`src/prlc_pkg.sv`:
```
// Shared constants, types and helper functions for the prefix route lookup counter.
// Used by every module of the block; depends on nothing else.
package prlc_pkg;

    localparam int MAX_ROUTES = 64;
    localparam int NUM_LINKS  = 16;

    localparam int ADDR_W = 32;
    localparam int SLOT_W = 6;
    localparam int LEN_W  = 6;
    localparam int LINK_W = 4;
    localparam int CFG_W  = 7;
    localparam int CNT_W  = 32;

    localparam int SLOT_AW = (MAX_ROUTES > 1) ? $clog2(MAX_ROUTES) : 1;
    localparam int IDX_W   = $clog2(MAX_ROUTES + 1);
    localparam int CNT_AW  = (NUM_LINKS > 1) ? $clog2(NUM_LINKS) : 1;

    localparam int S_TDATA_W = 48;
    localparam int S_TUSER_W = 2;
    localparam int M_TDATA_W = 40;
    localparam int M_TUSER_W = 1;
    localparam int M_PAD_W   = M_TDATA_W - LINK_W - CNT_W;

    typedef enum logic [1:0] {
        OP_WRITE = 2'd0,
        OP_ROUTE = 2'd1,
        OP_READ  = 2'd2,
        OP_CLEAR = 2'd3
    } t_op;

    typedef enum logic [2:0] {
        ST_IDLE,
        ST_EXEC,
        ST_SCAN,
        ST_CNT_RD,
        ST_CNT_UPD,
        ST_RESP
    } t_state;

    typedef struct packed {
        t_op               op;
        logic [SLOT_W-1:0] slot;
        logic [ADDR_W-1:0] addr;
        logic [LEN_W-1:0]  len;
        logic [LINK_W-1:0] link;
    } t_item;

    typedef struct packed {
        logic [ADDR_W-1:0] prefix;
        logic [LEN_W-1:0]  len;
        logic [LINK_W-1:0] link;
    } t_route;

    typedef struct packed {
        logic               we;
        logic [SLOT_AW-1:0] waddr;
        t_route             wdata;
        logic               re;
        logic [SLOT_AW-1:0] raddr;
    } t_route_req;

    typedef struct packed {
        logic              clr;
        logic              we;
        logic [CNT_AW-1:0] waddr;
        logic [CNT_W-1:0]  wdata;
        logic              re;
        logic [CNT_AW-1:0] raddr;
    } t_cnt_req;

    typedef struct packed {
        logic [LINK_W-1:0] link;
        logic              hit;
        logic [CNT_W-1:0]  count;
    } t_result;

    function automatic logic [ADDR_W-1:0] prefix_mask(input logic [LEN_W-1:0] len);
        return ~({ADDR_W{1'b1}} >> len);
    endfunction

    function automatic logic [LEN_W-1:0] clamp_len(input logic [LEN_W-1:0] len);
        return (int'(len) > ADDR_W) ? LEN_W'(ADDR_W) : len;
    endfunction

    function automatic logic [IDX_W-1:0] clamp_count(input logic [CFG_W-1:0] cnt);
        return (int'(cnt) > MAX_ROUTES) ? IDX_W'(MAX_ROUTES) : IDX_W'(cnt);
    endfunction

    function automatic logic slot_ok(input logic [SLOT_W-1:0] slot);
        return int'(slot) < MAX_ROUTES;
    endfunction

    function automatic logic link_ok(input logic [LINK_W-1:0] link);
        return int'(link) < NUM_LINKS;
    endfunction

endpackage

```
`src/prlc_route_mem.sv`:
```
// Route table memory: prefix, length and link per slot, one write and one read port.
// Read data is registered. Depends on prlc_pkg.
module prlc_route_mem
    import prlc_pkg::*;
(
    input  logic       i_clk,
    input  t_route_req i_req,
    output t_route     o_rd_data
);

    t_route r_mem [MAX_ROUTES];
    t_route r_rd_data;

    always_ff @(posedge i_clk) begin
        if (i_req.we) begin
            r_mem[i_req.waddr] <= i_req.wdata;
        end
        if (i_req.re) begin
            r_rd_data <= r_mem[i_req.raddr];
        end
    end

    assign o_rd_data = r_rd_data;

endmodule

```
`src/prlc_count_mem.sv`:
```
// Per-link packet counter memory with valid bits; an entry not valid reads as zero.
// Read data is registered. Depends on prlc_pkg.
module prlc_count_mem
    import prlc_pkg::*;
(
    input  logic             i_clk,
    input  logic             i_rst_n,
    input  t_cnt_req         i_req,
    output logic [CNT_W-1:0] o_rd_data
);

    logic [CNT_W-1:0]     r_mem [NUM_LINKS];
    logic [NUM_LINKS-1:0] r_valid;
    logic [CNT_W-1:0]     r_rd_data;
    logic                 r_rd_vld;

    always_ff @(posedge i_clk) begin
        if (!i_rst_n || i_req.clr) begin
            r_valid <= '0;
        end else if (i_req.we) begin
            r_valid[i_req.waddr] <= 1'b1;
        end
    end

    always_ff @(posedge i_clk) begin
        if (i_req.we) begin
            r_mem[i_req.waddr] <= i_req.wdata;
        end
        if (i_req.re) begin
            r_rd_data <= r_mem[i_req.raddr];
            r_rd_vld  <= r_valid[i_req.raddr];
        end
    end

    assign o_rd_data = r_rd_vld ? r_rd_data : '0;

endmodule

```
`src/prlc_ctrl.sv`:
```
// Sequencer: route writes, longest-prefix scan over the route memory,
// counter read, counter read-modify-write and clear. Depends on prlc_pkg.
module prlc_ctrl
    import prlc_pkg::*;
(
    input  logic             i_clk,
    input  logic             i_rst_n,
    input  logic             i_cfg_valid,
    input  logic [CFG_W-1:0] i_cfg_data,
    input  logic             i_item_valid,
    output logic             o_item_ready,
    input  t_item            i_item,
    output t_route_req       o_route_req,
    input  t_route           i_route_rd,
    output t_cnt_req         o_cnt_req,
    input  logic [CNT_W-1:0] i_cnt_rd,
    input  logic             i_out_free,
    output logic             o_res_valid,
    output t_result          o_res
);

    t_state            r_state, n_state;
    logic [CFG_W-1:0]  r_route_count;
    t_item             r_item, n_item;
    logic [IDX_W-1:0]  r_limit, n_limit;
    logic [IDX_W-1:0]  r_idx, n_idx;
    logic              r_chk, n_chk;
    logic              r_found, n_found;
    logic [LEN_W-1:0]  r_best_len, n_best_len;
    logic [LINK_W-1:0] r_best_link, n_best_link;
    logic [CNT_W-1:0]  r_count, n_count;

    logic              accept;
    logic              match;
    logic [CNT_W-1:0]  cnt_inc;

    assign accept  = i_item_valid && o_item_ready;
    assign match   = ((r_item.addr ^ i_route_rd.prefix) & prefix_mask(i_route_rd.len)) == '0;
    assign cnt_inc = (i_cnt_rd == '1) ? i_cnt_rd : i_cnt_rd + 1'b1;

    always_ff @(posedge i_clk) begin
        if (!i_rst_n) begin
            r_route_count <= '0;
        end else if (i_cfg_valid) begin
            r_route_count <= i_cfg_data;
        end
    end

    always_ff @(posedge i_clk) begin
        if (!i_rst_n) begin
            r_state <= ST_IDLE;
            r_chk   <= 1'b0;
        end else begin
            r_state <= n_state;
            r_chk   <= n_chk;
        end
    end

    always_ff @(posedge i_clk) begin
        r_item      <= n_item;
        r_limit     <= n_limit;
        r_idx       <= n_idx;
        r_found     <= n_found;
        r_best_len  <= n_best_len;
        r_best_link <= n_best_link;
        r_count     <= n_count;
    end

    // next state
    always_comb begin
        n_state = r_state;
        case (r_state)
            ST_IDLE: begin
                if (accept) begin
                    n_state = (i_item.op == OP_ROUTE) ? ST_SCAN : ST_EXEC;
                end
            end
            ST_EXEC: begin
                n_state = (r_item.op == OP_READ) ? ST_CNT_UPD : ST_RESP;
            end
            ST_SCAN: begin
                if (r_idx >= r_limit && !r_chk) begin
                    n_state = ST_CNT_RD;
                end
            end
            ST_CNT_RD:  n_state = ST_CNT_UPD;
            ST_CNT_UPD: n_state = ST_RESP;
            ST_RESP: begin
                if (i_out_free) begin
                    n_state = ST_IDLE;
                end
            end
            default:    n_state = ST_IDLE;
        endcase
    end

    // outputs
    always_comb begin
        o_item_ready = 1'b0;
        o_res_valid  = 1'b0;
        o_route_req  = '0;
        o_cnt_req    = '0;
        case (r_state)
            ST_IDLE: begin
                o_item_ready = 1'b1;
            end
            ST_EXEC: begin
                o_route_req.we           = (r_item.op == OP_WRITE) && slot_ok(r_item.slot);
                o_route_req.waddr        = SLOT_AW'(r_item.slot);
                o_route_req.wdata.prefix = r_item.addr;
                o_route_req.wdata.len    = clamp_len(r_item.len);
                o_route_req.wdata.link   = r_item.link;
                o_cnt_req.clr            = (r_item.op == OP_CLEAR);
                o_cnt_req.re             = (r_item.op == OP_READ);
                o_cnt_req.raddr          = CNT_AW'(r_item.link);
            end
            ST_SCAN: begin
                o_route_req.re    = (r_idx < r_limit);
                o_route_req.raddr = r_idx[SLOT_AW-1:0];
            end
            ST_CNT_RD: begin
                o_cnt_req.re    = 1'b1;
                o_cnt_req.raddr = CNT_AW'(r_best_link);
            end
            ST_CNT_UPD: begin
                o_cnt_req.we    = (r_item.op == OP_ROUTE) && link_ok(r_best_link);
                o_cnt_req.waddr = CNT_AW'(r_best_link);
                o_cnt_req.wdata = cnt_inc;
            end
            ST_RESP: begin
                o_res_valid = 1'b1;
            end
            default: begin
                o_item_ready = 1'b0;
            end
        endcase
    end

    // datapath
    always_comb begin
        n_item      = r_item;
        n_limit     = r_limit;
        n_idx       = r_idx;
        n_chk       = 1'b0;
        n_found     = r_found;
        n_best_len  = r_best_len;
        n_best_link = r_best_link;
        n_count     = r_count;
        case (r_state)
            ST_IDLE: begin
                if (accept) begin
                    n_item      = i_item;
                    n_limit     = clamp_count(r_route_count);
                    n_idx       = '0;
                    n_found     = 1'b0;
                    n_best_len  = '0;
                    n_best_link = '0;
                    n_count     = '0;
                end
            end
            ST_SCAN: begin
                if (r_idx < r_limit) begin
                    n_idx = r_idx + 1'b1;
                    n_chk = 1'b1;
                end
                if (r_chk && match && (!r_found || i_route_rd.len > r_best_len)) begin
                    n_found     = 1'b1;
                    n_best_len  = i_route_rd.len;
                    n_best_link = i_route_rd.link;
                end
            end
            ST_CNT_UPD: begin
                if (r_item.op == OP_ROUTE) begin
                    n_count = link_ok(r_best_link) ? cnt_inc : '0;
                end else begin
                    n_count = link_ok(r_item.link) ? i_cnt_rd : '0;
                end
            end
            default: begin
                n_chk = 1'b0;
            end
        endcase
    end

    assign o_res.link  = r_best_link;
    assign o_res.hit   = r_found;
    assign o_res.count = r_count;

endmodule

```
`src/prefix_route_lookup_counter.sv`:
```
// Top level of the IPv4 longest-prefix route lookup with per-link packet counters.
// Instantiates prlc_ctrl, prlc_route_mem and prlc_count_mem; depends on prlc_pkg.
//
//  channel  | direction | tdata / data                                 | tuser
//  ---------+-----------+----------------------------------------------+-----------
//  s        | in        | route_slot, address, prefix_len, link_id     | opcode
//  m        | out       | out_link, packet_count, zero pad             | hit
//  cfg      | in        | route_count                                  | -
//
// One item at a time. Write and clear run EXEC, RESP; read EXEC, CNT_UPD, RESP; route
// SCAN, CNT_RD, CNT_UPD, RESP over min(route_count, MAX_ROUTES) entries: the scan reads
// one route entry per cycle through the single read port of the route memory.
// Reset clears the counters at once through per-link valid bits; routes are undefined
// until written. A stalled result holds in the output register and the next transfer
// is taken meanwhile; it completes once the output register frees.
module prefix_route_lookup_counter
    import prlc_pkg::*;
(
    input  logic                 i_clk,
    input  logic                 i_rst_n,
    input  logic                 i_s_tvalid,
    output logic                 o_s_tready,
    input  logic [S_TDATA_W-1:0] i_s_tdata,   // route_slot, address, prefix_len, link_id
    input  logic [S_TUSER_W-1:0] i_s_tuser,   // opcode
    output logic                 o_m_tvalid,
    input  logic                 i_m_tready,
    output logic [M_TDATA_W-1:0] o_m_tdata,   // out_link, packet_count, zero pad
    output logic [M_TUSER_W-1:0] o_m_tuser,   // hit
    input  logic                 i_cfg_valid,
    output logic                 o_cfg_ready,
    input  logic [CFG_W-1:0]     i_cfg_data   // route_count
);

    t_item            item;
    t_route_req       route_req;
    t_route           route_rd;
    t_cnt_req         cnt_req;
    logic [CNT_W-1:0] cnt_rd;
    logic             res_valid;
    t_result          res;
    logic             out_free;

    logic             r_m_tvalid;
    t_result          r_m_res;

    assign item.op   = t_op'(i_s_tuser);
    assign item.slot = i_s_tdata[SLOT_W-1:0];
    assign item.addr = i_s_tdata[SLOT_W+ADDR_W-1:SLOT_W];
    assign item.len  = i_s_tdata[SLOT_W+ADDR_W+LEN_W-1:SLOT_W+ADDR_W];
    assign item.link = i_s_tdata[S_TDATA_W-1:SLOT_W+ADDR_W+LEN_W];

    assign out_free    = !r_m_tvalid || i_m_tready;
    assign o_cfg_ready = 1'b1;

    prlc_ctrl u_ctrl (
        .i_clk        (i_clk),
        .i_rst_n      (i_rst_n),
        .i_cfg_valid  (i_cfg_valid),
        .i_cfg_data   (i_cfg_data),
        .i_item_valid (i_s_tvalid),
        .o_item_ready (o_s_tready),
        .i_item       (item),
        .o_route_req  (route_req),
        .i_route_rd   (route_rd),
        .o_cnt_req    (cnt_req),
        .i_cnt_rd     (cnt_rd),
        .i_out_free   (out_free),
        .o_res_valid  (res_valid),
        .o_res        (res)
    );

    prlc_route_mem u_route_mem (
        .i_clk     (i_clk),
        .i_req     (route_req),
        .o_rd_data (route_rd)
    );

    prlc_count_mem u_count_mem (
        .i_clk     (i_clk),
        .i_rst_n   (i_rst_n),
        .i_req     (cnt_req),
        .o_rd_data (cnt_rd)
    );

    always_ff @(posedge i_clk) begin
        if (!i_rst_n) begin
            r_m_tvalid <= 1'b0;
        end else if (out_free) begin
            r_m_tvalid <= res_valid;
        end
    end

    always_ff @(posedge i_clk) begin
        if (out_free && res_valid) begin
            r_m_res <= res;
        end
    end

    assign o_m_tvalid = r_m_tvalid;
    assign o_m_tdata  = {{M_PAD_W{1'b0}}, r_m_res.count, r_m_res.link};
    assign o_m_tuser  = r_m_res.hit;

endmodule

```
`config.mk`:
```
export PLATFORM = sky130hd
export DESIGN_NAME = prefix_route_lookup_counter
export DESIGN_NICKNAME = d
export VERILOG_FILES = /design/src/prlc_pkg.sv /design/src/prlc_route_mem.sv /design/src/prlc_count_mem.sv /design/src/prlc_ctrl.sv /design/src/prefix_route_lookup_counter.sv
export SDC_FILE = /design/constraint.sdc
export NUM_CORES = 2
export LEC_CHECK = 0
export BUFFER_PORTS_ARGS = -buffer_cell sky130_fd_sc_hd__buf_2
export CORE_UTILIZATION = 40
export DETAILED_ROUTE_END_ITERATION = 6
export PLACE_DENSITY = 0.6
export SLEW_MARGIN = 20
export SYNTH_ARGS = -nofsm -noshare
export SYNTH_HDL_FRONTEND = slang
export SYNTH_SLANG_ARGS = --single-unit
```
`constraint.sdc`:
```
create_clock -name i_clk -period 4.9 [get_ports i_clk]
set_input_delay 0 -clock i_clk [delete_from_list [all_inputs] [get_ports i_clk]]
set_output_delay 0 -clock i_clk [all_outputs]
set_load 0.01 [all_outputs]
```
==> qor.yml <==
floorplanning:
  die_w_um: 592
  core_area_um2: 346000
  row_count: 216
  die_y_um: 592
  start_util_pct: 40.2
  die_area_um2: 350000
  top_level_ports: 106
detailed_routing:
  finalWirelength_mm: 428
  viasPerCell: 6.05
  dr.pass1.iters: 6
  post_drt_wl_per_cell_um: 29.6
  drc: 0
  ant_nets: 0
  drtIter0Drc: 12000
  vias: 87500
pwr:
  pwr-share-comb_pct: 16.6
  pwr-share-clk_pct: 36.4
  p_int_mw: 52.9
  swShare_pct: 28.2
  power.switching_mw: 20.7
  vdd_drop_max_v: 0.000344
  p_leak_nw: 53.7
  seqPwrFrac_pct: 47.0
  powerDensity_nw_per_um2: 459
sta:
  period_share_pct: 85.5
  skew_ns: 0.0576
  slew_headroom_pct: 13.8
  worst_slack_ns: 0.710
  finalMaxSlewViolations: 0
  setup_viol: 0
  final-hold-violation-count: 0
  tns_ns: 0
  fmax_mhz: 239
  grt_setup_unrepaired: "false"
  tightest_slew_ns: 1.28
  min_period_ns: 4.19
logic_synthesis:
  synth_ff_type: "edfxtp_1"
  yosysTopAreaCellShare_pct: 73.8
  yosys-top-cells-area: "edfxtp_1, mux2i_1, nand2_1"
  yosysWarnings: 0
  syn_inst: 9270
  synth_fa_ha_area_share_pct: 0.135
  syn_area_um2: 139000
  synthSimpleGateAreaFrac_pct: 6.80
  ys_seq_area_share_pct: 74.2
  syn_avg_cell_area_um2: 15.0
  muxShareOfSynthArea_pct: 4.99
  ys_seq_elements: 3447
  synth_enable_flop_cells: 3419
  ys_types: 88
  yosysTopAreaCell: "edfxtp_1"
  synthXorXnorAreaFrac_pct: 0.466
  async_reset_ff_share_pct: 0
  netlist_top_cells_count: "edfxtp_1, nand2_1, a21oi_1"
  synth_most_common_cell: "edfxtp_1"
  synth-compound-area-share_pct: 11.0
  synth_top_family_by_area: "compound AO/OA/AOI/OAI gates"
status:
  outcome: "finished, final reports clean"
setup_path:
  crit_path_start_kind: "flip-flop"
  required_ns: 5.68
  crit_family: "compound AO/OA/AOI/OAI gates"
  critical_path.cell_chain: "nand4bb_4 -> buf_12 -> buf_4 -> a211oi_1 -> a211oi_1 -> a31oi_1 -> o22ai_1 -> o2bb2ai_1"
  worst_ep_arrival_time_ns: 4.97
  worst-path-buf-inv: 2
  endpoint_kind: "flip-flop"
  reg2reg_setup_slack_ns: 0.71
  worst_path_largest_cell_delay_ns: 0.81
  cpMaxStageDelayCell: "dfxtp_1"
  worst-path-max-fanout: 55
  crit_top_cell: "a211oi_1"
  critPathKind: "flip-flop to flip-flop"
global_routing:
  grt_max_degree: 174
  track_usage_pct: 23.8
  grt_overflow: 0
  first_global_vias: 83900
  grt_pass1_wl_mm: 607
  antenna_found_initial: 26
hold_path:
  min_path_type: "input pin to flip-flop"
clock_tree:
  worstSkewPairLatency_ns: 0.94
  cts_buffer_depth: 4
  clkTransAtPathRegs_ns: 0.06
  numCtsBuffers: 357
  hold_buffers: 132
  post_cts_buffers: 0
  cts_tree: "done"
  cts-root-buf: "clkbuf_16"
  cts.sinks: 3447
  ctsResizeCount: 0
  htreeDepth: 5
finish:
  finalNetCount: 9671
  fillers: 29400
  drive_gt1_share_pct: 14.2
  area_growth_pct: 15.3
  fin_util_pct: 46.3
place:
  gp_congestion: 0.906
  dp_hpwl_mm: 253
  post-place-ws_ns: 0.725
  io_buffers: 100
run:
  drv_cap: 0
[through the flow]
step	instance area (um2)	total power [mW]	instances	hold slack (ns)
6_report	160000	73.6	14500	0.0377
3_3_place_gp	147000	46.9	13700	0.179
4_1_cts	160000	73.7	14500	0.00342
2_1_floorplan	139000	42.1	9273	0.0989
5_1_grt	160000	75.6	14500	0.0319
3_5_place_dp	147000	47.1	13700	0.178
[path summary, 6_finish.rpt]
| check | cells past startpoint | endpoint | start |
|---|---|---|---|
| worst max register to register | 8 | u_route_mem.o_rd_data[27] | u_ctrl.r_state[0] |
| worst min register to register | 0 | o_m_tdata[4] | u_ctrl.r_count[0] |
| worst max-delay path | 8 | u_route_mem.o_rd_data[27] | u_ctrl.r_state[0] |
| worst min-delay path | 2 | u_ctrl.r_item[47] | i_s_tdata[5] |
[flip-flops by register name, summed over array words and instances (netlist names), 3 cells and up]
signal and flops:
u_ctrl.r_route_count 7, u_ctrl.r_best_len 6, u_count_mem.r_rd_data 32, u_route_mem.r_mem 2688, o_m_tdata 36, u_route_mem.o_rd_data 42, u_ctrl.r_state 3, u_ctrl.r_limit 7
u_ctrl.r_count 32, u_count_mem.r_valid 16, u_ctrl.r_item 50, u_ctrl.r_best_link 4, u_count_mem.r_mem 512, u_ctrl.r_idx 7
[layer usage]
metal	track usage [%]	share of wire, %	wire length, um
met5	0	0.0082	35
met4	8.78	3.8	16200
met3	5.01	11	45200
met2	37.1	45	195000
met1	32.9	40	172000
[layout make-up]
class                      count  area, um2  share of cell area, %
sequential                  3447     103000                   64.4
multi-input combinational   5042      33500                   20.9
clock buffer                 451       9490                   5.92
timing repair buffer         661       6000                   3.74
tap                         4578       5730                   3.57
clock inverter               194       2000                   1.25
inverter                      85        334                  0.208
antenna                       15       37.5                 0.0234
[cell families (layout without fill, tap and decap cells)]
group / count (synthesis) / after routing
buffers and inverters: 784 / 1391
DFF: 3447 / 3447
xor gates and xnor gates: 74 / 74
AOI/OAI and AO/OA: 2273 / 2273
other: 2 / 20
muxes: 626 / 626
adders and majority gates: 15 / 15
and+or+nand+nor: 2049 / 2049
[worst reg2reg max path, stage by stage (launching register included)]
cell and delay [ns]:
dfxtp_1 0.81, nand4bb_4 0.73, buf_12 0.32, buf_4 0.60, a211oi_1 0.16, a211oi_1 0.30, a31oi_1 0.15, o22ai_1 0.77
o2bb2ai_1 0.19
[power by group through the flow]
| stage | registers [mW] | clock network [mW] | logic, mW |
|---|---|---|---|
| 4_1_cts | 34.6 | 27.0 | 12.0 |
| 3_3_place_gp | 35.2 | 0 | 11.7 |
| 5_1_grt | 34.6 | 28.1 | 12.9 |
| 6_report | 34.6 | 26.8 | 12.2 |
| 3_5_place_dp | 35.2 | 0 | 11.9 |
| 2_1_floorplan | 34.9 | 0 | 7.15 |
[cell usage in the layout, fill, tap and decap left out, types with 76 or more instances in the layout]
cell type,n
edfxtp_1,3419
nand2_1,927
a21oi_1,540
mux2i_1,461
clkbuf_16,360
buf_4,352
a211oi_1,304
o21ai_0,302
nor2_1,241
nand3_1,203
o22ai_1,193
and3_1,169
a31oi_1,158
dlygate4sd3_1,132
mux2_2,123
a2bb2oi_1,114
buf_2,100
nor2_4,85
and2_1,80
inv_1,79
a311oi_1,79
clkbuf_1,77
buf_12,76
Power figures use the tool's default switching activity.
